**config.mk**
```make
export PLATFORM = sky130hd
export DESIGN_NAME = arp_responder_and_cache
export DESIGN_NICKNAME = d
export VERILOG_FILES = /design/src/rtl/arpc_pkg.sv /design/src/rtl/arp_responder_and_cache.sv
export SDC_FILE = /design/constraint.sdc
export NUM_CORES = 2
export LEC_CHECK = 0
export BUFFER_PORTS_ARGS = -buffer_cell sky130_fd_sc_hd__buf_4
export CAP_MARGIN = 20
export CELL_PAD_IN_SITES_DETAIL_PLACEMENT = 0
export CELL_PAD_IN_SITES_GLOBAL_PLACEMENT = 1
export CORE_AREA = 4 4 420 339
export CTS_CLUSTER_SIZE = 30
export DETAILED_ROUTE_END_ITERATION = 7
export DIE_AREA = 0 0 424 343
export GPL_TIMING_DRIVEN = 0
export PLACE_DENSITY_LB_ADDON = 0.1
export SETUP_SLACK_MARGIN = 0.5
export SLEW_MARGIN = 5
export SYNTH_ARGS = -nofsm -noshare
export SYNTH_HDL_FRONTEND = slang
export SYNTH_SLANG_ARGS = --single-unit
```
**constraint.sdc**
```tcl
create_clock -name clk -period 11.8 [get_ports clk]
set_clock_uncertainty 0.05 [all_clocks]
set_input_delay 0 -clock clk [delete_from_list [all_inputs] [get_ports clk]]
set_output_delay 0 -clock clk [all_outputs]
set_load 0.02 [all_outputs]
```
**src/rtl/arpc_pkg.sv**
```systemverilog
`default_nettype none

package arpc_pkg;

	// Table geometry.
	localparam int TABLE_ENTRIES = 16;
	localparam int IDX_W = (TABLE_ENTRIES > 1) ? $clog2(TABLE_ENTRIES) : 1;
	localparam int CNT_W = $clog2(TABLE_ENTRIES + 1);

	// Field widths.
	localparam int IP_W       = 32;
	localparam int MAC_W      = 48;
	localparam int OPER_W     = 16;
	localparam int STATUS_W   = 3;
	localparam int SOP_W      = 2;
	localparam int CFG_IDX_W  = 2;
	localparam int CFG_DATA_W = 48;

	localparam logic [IP_W-1:0]  IP_ZERO   = '0;
	localparam logic [IP_W-1:0]  IP_BCAST  = 32'hffff_ffff;
	localparam logic [MAC_W-1:0] MAC_BCAST = 48'hffff_ffff_ffff;

	// Received ARP operation codes.
	localparam logic [OPER_W-1:0] OPER_REQUEST = 16'd1;
	localparam logic [OPER_W-1:0] OPER_REPLY   = 16'd2;

	// Outgoing operation codes.
	localparam logic [SOP_W-1:0] SOP_NONE    = 2'd0;
	localparam logic [SOP_W-1:0] SOP_REQUEST = 2'd1;
	localparam logic [SOP_W-1:0] SOP_REPLY   = 2'd2;

	// Result status codes.
	localparam logic [STATUS_W-1:0] ST_IGNORED = 3'd0;
	localparam logic [STATUS_W-1:0] ST_REPLY   = 3'd1;
	localparam logic [STATUS_W-1:0] ST_UPDATED = 3'd2;
	localparam logic [STATUS_W-1:0] ST_HIT     = 3'd3;
	localparam logic [STATUS_W-1:0] ST_MISS    = 3'd4;
	localparam logic [STATUS_W-1:0] ST_REQUEST = 3'd5;
	localparam logic [STATUS_W-1:0] ST_PENDING = 3'd6;
	localparam logic [STATUS_W-1:0] ST_FULL    = 3'd7;

	// Configuration register indexes.
	localparam logic [CFG_IDX_W-1:0] CFG_OWN_IP  = 2'd0;
	localparam logic [CFG_IDX_W-1:0] CFG_OWN_MAC = 2'd1;
	localparam logic [CFG_IDX_W-1:0] CFG_LINK    = 2'd2;

	typedef enum logic [2:0] {
		S_IDLE,
		S_DECODE,
		S_SCAN,
		S_DECIDE,
		S_HOLD
	} state_t;

	typedef struct packed {
		logic [STATUS_W-1:0] status;
		logic [MAC_W-1:0]    mac;
		logic                sv;
		logic [SOP_W-1:0]    sop;
		logic [MAC_W-1:0]    dst;
		logic [MAC_W-1:0]    tmac;
		logic [IP_W-1:0]     tip;
	} res_t;

endpackage

`default_nettype wire

```
**src/rtl/arp_responder_and_cache.sv**
```systemverilog
`default_nettype none

// Channel   Handshake               Payload
// cfg       cfg_wr_en               cfg_index, cfg_wdata
// in        in_valid / in_ready     mode, frame_short, arp_oper, sender_mac, sender_ip,
//                                   target_ip, query_ip, no_wait
// out       out_valid / out_ready   status, resolved_mac, send_valid, send_oper,
//                                   send_dest_mac, send_target_mac, send_target_ip
//
// An item that needs a table lookup goes from its transfer through the decode, scan and
// decision steps to its result being loaded; the scan is run by the lookup sequencer,
// which reads one table entry per cycle through a single comparator. Items that need no
// lookup go from decode straight to the hold step. The block takes one item at a time.
// The result sits in an output register, so the next item can be taken while it waits.
// The asynchronous reset clears all control state and the used and resolved bits.

module arp_responder_and_cache (
	input  wire logic                           clk,
	input  wire logic                           arst_n,
	input  wire logic                           cfg_wr_en,
	input  wire logic [arpc_pkg::CFG_IDX_W-1:0]  cfg_index,
	input  wire logic [arpc_pkg::CFG_DATA_W-1:0] cfg_wdata,
	input  wire logic                           in_valid,
	output logic                                in_ready,
	input  wire logic                           mode,
	input  wire logic                           frame_short,
	input  wire logic [arpc_pkg::OPER_W-1:0]     arp_oper,
	input  wire logic [arpc_pkg::MAC_W-1:0]      sender_mac,
	input  wire logic [arpc_pkg::IP_W-1:0]       sender_ip,
	input  wire logic [arpc_pkg::IP_W-1:0]       target_ip,
	input  wire logic [arpc_pkg::IP_W-1:0]       query_ip,
	input  wire logic                           no_wait,
	output logic                                out_valid,
	input  wire logic                           out_ready,
	output logic [arpc_pkg::STATUS_W-1:0]        status,
	output logic [arpc_pkg::MAC_W-1:0]           resolved_mac,
	output logic                                send_valid,
	output logic [arpc_pkg::SOP_W-1:0]           send_oper,
	output logic [arpc_pkg::MAC_W-1:0]           send_dest_mac,
	output logic [arpc_pkg::MAC_W-1:0]           send_target_mac,
	output logic [arpc_pkg::IP_W-1:0]            send_target_ip
);

	import arpc_pkg::*;

	localparam logic [CNT_W-1:0] SCAN_END = CNT_W'(TABLE_ENTRIES);

	// Configuration. The own MAC address is the sender hardware address of outgoing
	// packets, which the frame builder downstream fills in; no result field carries it,
	// so a write to its index is accepted and holds nothing here.
	logic [IP_W-1:0] own_ip_q;
	logic            link_q;

	// Captured input item.
	logic             mode_q;
	logic             short_q;
	logic [OPER_W-1:0] oper_q;
	logic [MAC_W-1:0] smac_q;
	logic [IP_W-1:0]  sip_q;
	logic [IP_W-1:0]  tip_q;
	logic [IP_W-1:0]  qip_q;
	logic             nowait_q;

	// Sequencer and lookup state.
	state_t           state_q, state_d;
	logic [CNT_W-1:0] scan_cnt_q;
	logic [IDX_W-1:0] rd_addr;
	logic             rd_en;
	logic             rd_vld_s1;
	logic [IDX_W-1:0] rd_idx_s1;
	logic [IP_W-1:0]  rd_ip_s1;
	logic [MAC_W-1:0] rd_mac_s1;
	logic             found_q;
	logic             found_res_q;
	logic [IDX_W-1:0] slot_q;
	logic [MAC_W-1:0] hit_mac_q;
	logic             free_found_q;
	logic [IDX_W-1:0] free_slot_q;
	logic [IP_W-1:0]  key_ip;
	logic             need_scan;

	// Table: valid bits in flops, addresses in memories.
	logic [TABLE_ENTRIES-1:0] used_q;
	logic [TABLE_ENTRIES-1:0] resolved_q;
	logic [IP_W-1:0]          ip_mem  [TABLE_ENTRIES];
	logic [MAC_W-1:0]         mac_mem [TABLE_ENTRIES];
	logic                     ip_we;
	logic                     mac_we;

	// Result staging and output register.
	res_t res_d, res_q, out_q;
	logic out_valid_q;
	logic out_load;

	// Configuration writes.
	always_ff @(posedge clk or negedge arst_n) begin
		if (!arst_n) begin
			own_ip_q <= '0;
			link_q   <= 1'b0;
		end else if (cfg_wr_en) begin
			case (cfg_index)
				CFG_OWN_IP:  own_ip_q <= cfg_wdata[IP_W-1:0];
				CFG_OWN_MAC: ;
				CFG_LINK:    link_q <= cfg_wdata[0];
				default:     ;
			endcase
		end
	end

	// Input capture on transfer.
	always_ff @(posedge clk) begin
		if (in_valid && in_ready) begin
			mode_q   <= mode;
			short_q  <= frame_short;
			oper_q   <= arp_oper;
			smac_q   <= sender_mac;
			sip_q    <= sender_ip;
			tip_q    <= target_ip;
			qip_q    <= query_ip;
			nowait_q <= no_wait;
		end
	end

	// A received reply looks up its sender IP; a query looks up the queried IP unless it
	// is the zero or the broadcast address, which resolve without the table.
	assign key_ip = mode_q ? qip_q : sip_q;
	assign need_scan = mode_q ? ((qip_q != IP_ZERO) && (qip_q != IP_BCAST))
	                          : (!short_q && (tip_q == own_ip_q) && (oper_q == OPER_REPLY));

	// Next state.
	always_comb begin
		state_d = state_q;
		case (state_q)
			S_IDLE:   if (in_valid) state_d = S_DECODE;
			S_DECODE: state_d = need_scan ? S_SCAN : S_HOLD;
			S_SCAN:   if (scan_cnt_q == SCAN_END) state_d = S_DECIDE;
			S_DECIDE: state_d = S_HOLD;
			S_HOLD:   if (out_load) state_d = S_IDLE;
			default:  state_d = S_IDLE;
		endcase
	end

	always_ff @(posedge clk or negedge arst_n) begin
		if (!arst_n) begin
			state_q <= S_IDLE;
		end else begin
			state_q <= state_d;
		end
	end

	// Outputs of the sequencer: handshake, read issue, table writes and the result.
	always_comb begin
		in_ready = (state_q == S_IDLE);
		out_load = (state_q == S_HOLD) && (!out_valid_q || out_ready);
		rd_en    = (state_q == S_SCAN) && (scan_cnt_q != SCAN_END);
		ip_we    = 1'b0;
		mac_we   = 1'b0;
		res_d    = '0;
		case (state_q)
			S_DECODE: begin
				if (mode_q) begin
					res_d.status = ST_HIT;
					res_d.mac    = (qip_q == IP_ZERO) ? '0 : MAC_BCAST;
				end else if (!short_q && (tip_q == own_ip_q) && (oper_q == OPER_REQUEST)) begin
					res_d.status = ST_REPLY;
					res_d.sv     = 1'b1;
					res_d.sop    = SOP_REPLY;
					res_d.dst    = smac_q;
					res_d.tmac   = smac_q;
					res_d.tip    = sip_q;
				end else begin
					res_d.status = ST_IGNORED;
				end
			end
			S_DECIDE: begin
				if (!mode_q) begin
					// A reply without a matching entry creates nothing.
					if (found_q) begin
						res_d.status = ST_UPDATED;
						mac_we       = 1'b1;
					end
				end else if (found_q && found_res_q) begin
					res_d.status = ST_HIT;
					res_d.mac    = hit_mac_q;
				end else if (!link_q || nowait_q) begin
					res_d.status = ST_MISS;
				end else if (found_q) begin
					res_d.status = ST_PENDING;
				end else if (free_found_q) begin
					res_d.status = ST_REQUEST;
					res_d.sv     = 1'b1;
					res_d.sop    = SOP_REQUEST;
					res_d.dst    = MAC_BCAST;
					res_d.tip    = qip_q;
					ip_we        = 1'b1;
				end else begin
					res_d.status = ST_FULL;
				end
			end
			default: ;
		endcase
	end

	// Scan counter and read pipeline valid.
	assign rd_addr = scan_cnt_q[IDX_W-1:0];

	always_ff @(posedge clk or negedge arst_n) begin
		if (!arst_n) begin
			scan_cnt_q   <= '0;
			rd_vld_s1    <= 1'b0;
			found_q      <= 1'b0;
			free_found_q <= 1'b0;
		end else if (state_q == S_DECODE) begin
			scan_cnt_q   <= '0;
			rd_vld_s1    <= 1'b0;
			found_q      <= 1'b0;
			free_found_q <= 1'b0;
		end else if (state_q == S_SCAN) begin
			rd_vld_s1 <= rd_en;
			if (rd_en) begin
				scan_cnt_q <= scan_cnt_q + CNT_W'(1);
			end
			// The first used entry with a matching IP wins, as does the first free one.
			if (rd_vld_s1 && !found_q && used_q[rd_idx_s1] && (rd_ip_s1 == key_ip)) begin
				found_q <= 1'b1;
			end
			if (rd_vld_s1 && !free_found_q && !used_q[rd_idx_s1]) begin
				free_found_q <= 1'b1;
			end
		end
	end

	always_ff @(posedge clk) begin
		if (rd_en) begin
			rd_idx_s1 <= rd_addr;
		end
		if ((state_q == S_SCAN) && rd_vld_s1 && !found_q && used_q[rd_idx_s1]
		    && (rd_ip_s1 == key_ip)) begin
			slot_q      <= rd_idx_s1;
			found_res_q <= resolved_q[rd_idx_s1];
			hit_mac_q   <= rd_mac_s1;
		end
		if ((state_q == S_SCAN) && rd_vld_s1 && !free_found_q && !used_q[rd_idx_s1]) begin
			free_slot_q <= rd_idx_s1;
		end
	end

	// Address memories: one registered read per cycle during the scan, one write at the
	// decision step.
	always_ff @(posedge clk) begin
		if (ip_we) begin
			ip_mem[free_slot_q] <= qip_q;
		end
		if (rd_en) begin
			rd_ip_s1 <= ip_mem[rd_addr];
		end
	end

	always_ff @(posedge clk) begin
		if (mac_we) begin
			mac_mem[slot_q] <= smac_q;
		end
		if (rd_en) begin
			rd_mac_s1 <= mac_mem[rd_addr];
		end
	end

	// Used and resolved bits. A new entry starts pending; a reply resolves it.
	always_ff @(posedge clk or negedge arst_n) begin
		if (!arst_n) begin
			used_q     <= '0;
			resolved_q <= '0;
		end else begin
			if (ip_we) begin
				used_q[free_slot_q]     <= 1'b1;
				resolved_q[free_slot_q] <= 1'b0;
			end
			if (mac_we) begin
				resolved_q[slot_q] <= 1'b1;
			end
		end
	end

	// Result staging, loaded at the step that settles the outcome.
	always_ff @(posedge clk) begin
		if ((state_q == S_DECODE) || (state_q == S_DECIDE)) begin
			res_q <= res_d;
		end
	end

	// Output register.
	always_ff @(posedge clk or negedge arst_n) begin
		if (!arst_n) begin
			out_valid_q <= 1'b0;
		end else if (out_load) begin
			out_valid_q <= 1'b1;
		end else if (out_ready) begin
			out_valid_q <= 1'b0;
		end
	end

	always_ff @(posedge clk) begin
		if (out_load) begin
			out_q <= res_q;
		end
	end

	assign out_valid       = out_valid_q;
	assign status          = out_q.status;
	assign resolved_mac    = out_q.mac;
	assign send_valid      = out_q.sv;
	assign send_oper       = out_q.sop;
	assign send_dest_mac   = out_q.dst;
	assign send_target_mac = out_q.tmac;
	assign send_target_ip  = out_q.tip;

`ifndef NO_ASSERTIONS
	// Only a table entry that is in use can be resolved.
	a_resolved_used: assert property (@(posedge clk) disable iff (!arst_n)
		(resolved_q & ~used_q) == '0)
		else $error("resolved bit set on an unused table entry");

	// An insertion never lands on an entry that is already in use.
	a_insert_free: assert property (@(posedge clk) disable iff (!arst_n)
		ip_we |-> !used_q[free_slot_q])
		else $error("new entry written over a used entry");

	// The block works on one item at a time.
	a_one_item: assert property (@(posedge clk) disable iff (!arst_n)
		in_valid && in_ready |=> !in_ready)
		else $error("second item taken while one is in progress");

	// An outgoing packet goes with a reply or a request status only.
	a_send_status: assert property (@(posedge clk) disable iff (!arst_n)
		out_valid && send_valid |-> (status == ST_REPLY || status == ST_REQUEST))
		else $error("packet sent with a status that sends nothing");
`endif

endmodule

`default_nettype wire
```
==> reports/qor.yml <==
setup_path:
  critPathRequiredTime_ns: 12.26
  crit_family: "buffers and inverters"
  reg2reg_to: "rd_mac_s1[17]"
  rrSetupSlack_ns: 7.32
  regToRegStartpoint: "scan_cnt_q[1]"
  slowest_stage: "clkbuf_1"
  crit_arrival_ns: 4.94
  path_depth: 10
  critPathMaxStageDelay_ns: 0.73
  crit_type: "flop to flop"
  cp_max_fo: 18
  rr_worst_depth: 10
  crit_buf_inv: 8
  cp-endpoint: "rd_mac_s1[17]"
  startpoint: "scan_cnt_q[1]"
  cp-end-kind: "flop"
  start_kind: "flop"
  path_common_cell: "clkbuf_1"
  cp_cell_sequence: "clkbuf_1 > clkbuf_1 > buf_8 > clkbuf_1 > inv_1 > ha_1 > a31oi_4 > buf_16 > buf_16 > buf_12"
detailed_routing:
  drt-total-wl_mm: 188.9
  drt-wirelength-per-cell_um: 30.24
  dr.first_iter.drc_count: 4498
  vias: 37121
  vias_per_cell: 5.940
  drc: 0
  drt_pass1_iterations: 5
  antenna_left: 0
yosys:
  syn_inst: 3116
  syn_avg_cell_area_um2: 23.78
  synthFlopType: "edfxtp_1"
  synth-async-reset-ratio_pct: 3.802
  synth_compound_area_share_pct: 1.346
  postSynthNetCount: 3336
  synthTopCellsByArea: "edfxtp_1 79%, mux4_2 12%, dfrtp_1 2.6%, a21o_1 0.65%, xnor2_1 0.64%"
  synth-seq-cells: 2025
  yosys_warnings: 0
  synth_edf_count: 1948
  synth-adder-area-share_pct: 0.03377
  syn-cell-area_mm2: 0.07410
  synth_top_family_by_area: "multiplexers"
  ys_seq_area_share_pct: 81.54
  yosys.area_share.xor_xnor_pct: 0.7446
  synth.area.mux_share_pct: 13.35
  synth_top_area_share_pct: 78.94
  yosys.area.top_type: "edfxtp_1"
  yosys.area_share.simple_pct: 2.031
  yosysUniqueCellTypes: 46
sta:
  finalHoldViolations: 0
  fmax_mhz: 223.3
  fin_crit_sh_pct: 37.96
  rsz0062_at_grt: "false"
  drv_slew: 0
  setup_viol: 0
  finalCriticalPeriod_ns: 4.479
  holdWs_ns: 0.05514
  max_slew_margin_pct: 25.87
  max_slew.worst_pin.slew_ns: 1.112
  fin_setup_tns_ns: 0
global_route:
  track_usage_pct: 26.35
  grt_overflow_total: 0
  grt_max_degree: 114
  grt_pass1_vias: 38816
  grt_pass1_wl_mm: 271.5
  antenna_found_initial: 4
clocking:
  cts_made_buffers: 188
  cts_tree: "done"
  root_buffer: "clkbuf_16"
  cts.repair.resized: 0
  insertion_delay_ns: 0.82
  clkTransAtPathRegs_ns: 0.07
  cts.sinks: 2025
  htreeDepth: 4
  clk_path_buf_depth: 3
  post-cts-setup-buffers: 0
pwr:
  ir_drop_mv: 0.1531
  p_int_mw: 13.89
  power.density_mw_per_mm2: 206.8
  p_seq_share_pct: 50.4
  switchingPower_mw: 5.060
  p_clk_share_pct: 31.3
  combPwrFrac_pct: 18.2
  switching_share_pct: 26.70
  power_leakage_nw: 31.02
run_status:
  status: "complete, no violations"
finish:
  area_delta_synth_final_pct: 23.68
  finish.utilization_pct: 66.42
  n_fill_cell: 8846
  num-nets-final: 4439
  drive_gt1_share_pct: 29.90
flow_run:
  cap_violations: 0
die:
  core_mm2: 0.1380
  die_area_mm2: 0.1454
  die_w_um: 424
  die_h_um: 343
  initial_utilization_pct: 53.70
  placementRows: 122
  io_pins: 402
worst_hold_path:
  whs_path_depth: 4
  hold_path.class: "input pin to flop"
placed_design:
  gp_congestion: 0.8022
  dpl.hpwl_mm: 120.1
  port_buffers: 385
[what timing repair did]
action	4_1_cts	5_1_grt
endpoints found under the hold margin	412	0
hold buffers	411	0
setup endpoints to repair	0	0
[worst min-delay path: cells and delay by family]
family                 cells  cell delay, ns
buffers and inverters      2            0.63
AND/OR/NAND/NOR            2            0.24
[layer usage]
metal	GRT usage, %	part of all wire, %	up-vias	routed length, µm
met1	37.06	40	19720	74880
li1	-	-	15338	-
met5	0	0	-	0
met4	7.045	2.1	0	4015
met2	42.81	50	1819	93570
met3	5.471	8.7	244	16480
[power by group through the flow]
stage	Combinational [mW]	Clock, mW	Sequential [mW]
2_1_floorplan	1.87	0	9.76
3_5_place_dp	3.35	0	9.70
5_1_grt	3.66	6.35	9.63
4_1_cts	3.47	6.04	9.55
6_report	3.46	5.94	9.56
3_3_place_gp	3.16	0	9.90
[cell type report]
class / instances / area, µm² / share of cell area, %
well taps: 1860 / 2327 / 2.539
inverters: 23 / 93.84 / 0.1024
repair buffers: 913 / 9014 / 9.835
clock inverters: 128 / 1122 / 1.225
diodes: 5 / 12.51 / 0.01365
plain buffers: 139 / 628.1 / 0.6853
flip-flops and latches: 2025 / 60420 / 65.93
clock buffers: 227 / 4892 / 5.338
multi-input cells: 929 / 13140 / 14.34
[flip-flops by register name (all words and copies together), names as in the netlist, 48 cells and up]
name	count
send_dest_mac	48
smac_q	48
rd_mac_s1	48
hit_mac_q	48
res_q	182
mac_mem	768
send_target_mac	48
ip_mem	512
resolved_mac	48
[worst min-delay path by stage]
stage                              from        end  slack [ns]
after floorplan                  arst_n    found_q       -0.35
after global placement    target_ip[14]  tip_q[14]        0.13
after detailed placement   target_ip[2]   tip_q[2]        0.13
after CTS                     out_ready  out_valid       0.002
after global routing          out_ready  out_valid        0.06
final                         out_ready  out_valid        0.06
[cells in the final DEF, fill, tap and decap left out, types with 6 or more instances in the layout]
cell type	count
edfxtp_1	1948
clkinv_2	49
buf_4	407
buf_16	23
dlygate4sd3_1	410
nor2_1	16
nor4_1	22
bufinv_16	16
nand4_1	21
inv_2	12
buf_1	16
buf_6	26
nand2_1	26
o21ai_0	19
or2_1	45
buf_8	13
dfrtp_1	77
nand2b_1	20
mux2_2	30
nand3_1	6
clkinv_1	40
xor2_1	9
clkbuf_1	116
nor2_4	17
a21o_1	64
inv_1	10
or2_2	8
buf_2	35
buf_12	41
mux2i_1	34
xnor2_1	54
mux4_2	409
a32o_1	30
clkbuf_16	189
and3_1	52
inv_6	10
[kinds of logic after synthesis]
family	Yosys count
muxes	473
and+or+nand+nor	264
xor gates and xnor gates	63
adders and majority gates	2
AOI/OAI and AO/OA	127
DFF	2025
buffers and inverters	162
[Yosys cell counts, types with 3 or more instances]
cell,count
nor2b_1,4
and3_1,52
dfrtp_1,77
mux4_2,409
nor3_1,9
xnor2_1,54
nand4_1,21
or2_1,45
nor4_1,22
buf_2,33
nor2_1,33
or3_1,3
or2_2,8
a32o_1,30
nand2b_1,20
inv_1,23
mux2_2,30
and2_1,3
buf_1,16
a21o_1,64
buf_6,8
nand3_1,6
nand3b_1,5
o21ai_0,19
edfxtp_1,1948
mux2i_1,34
a21boi_0,3
xor2_1,9
clkbuf_1,81
nand2_1,26
[per-stage QoR]
step           setup slack (ns)  cell area (µm²)  cells  power, mW
6_report                  7.321            91650   6249      18.95
5_1_grt                   7.180            91640   6245      19.64
3_5_place_dp              7.417            81370   5469      13.04
3_3_place_gp             -5.293            79320   5361      13.06
2_1_floorplan             2.693            74100   3116      11.64
4_1_cts                   7.384            91520   6235      19.06
No activity file was read; power rests on OpenSTA's default activity.
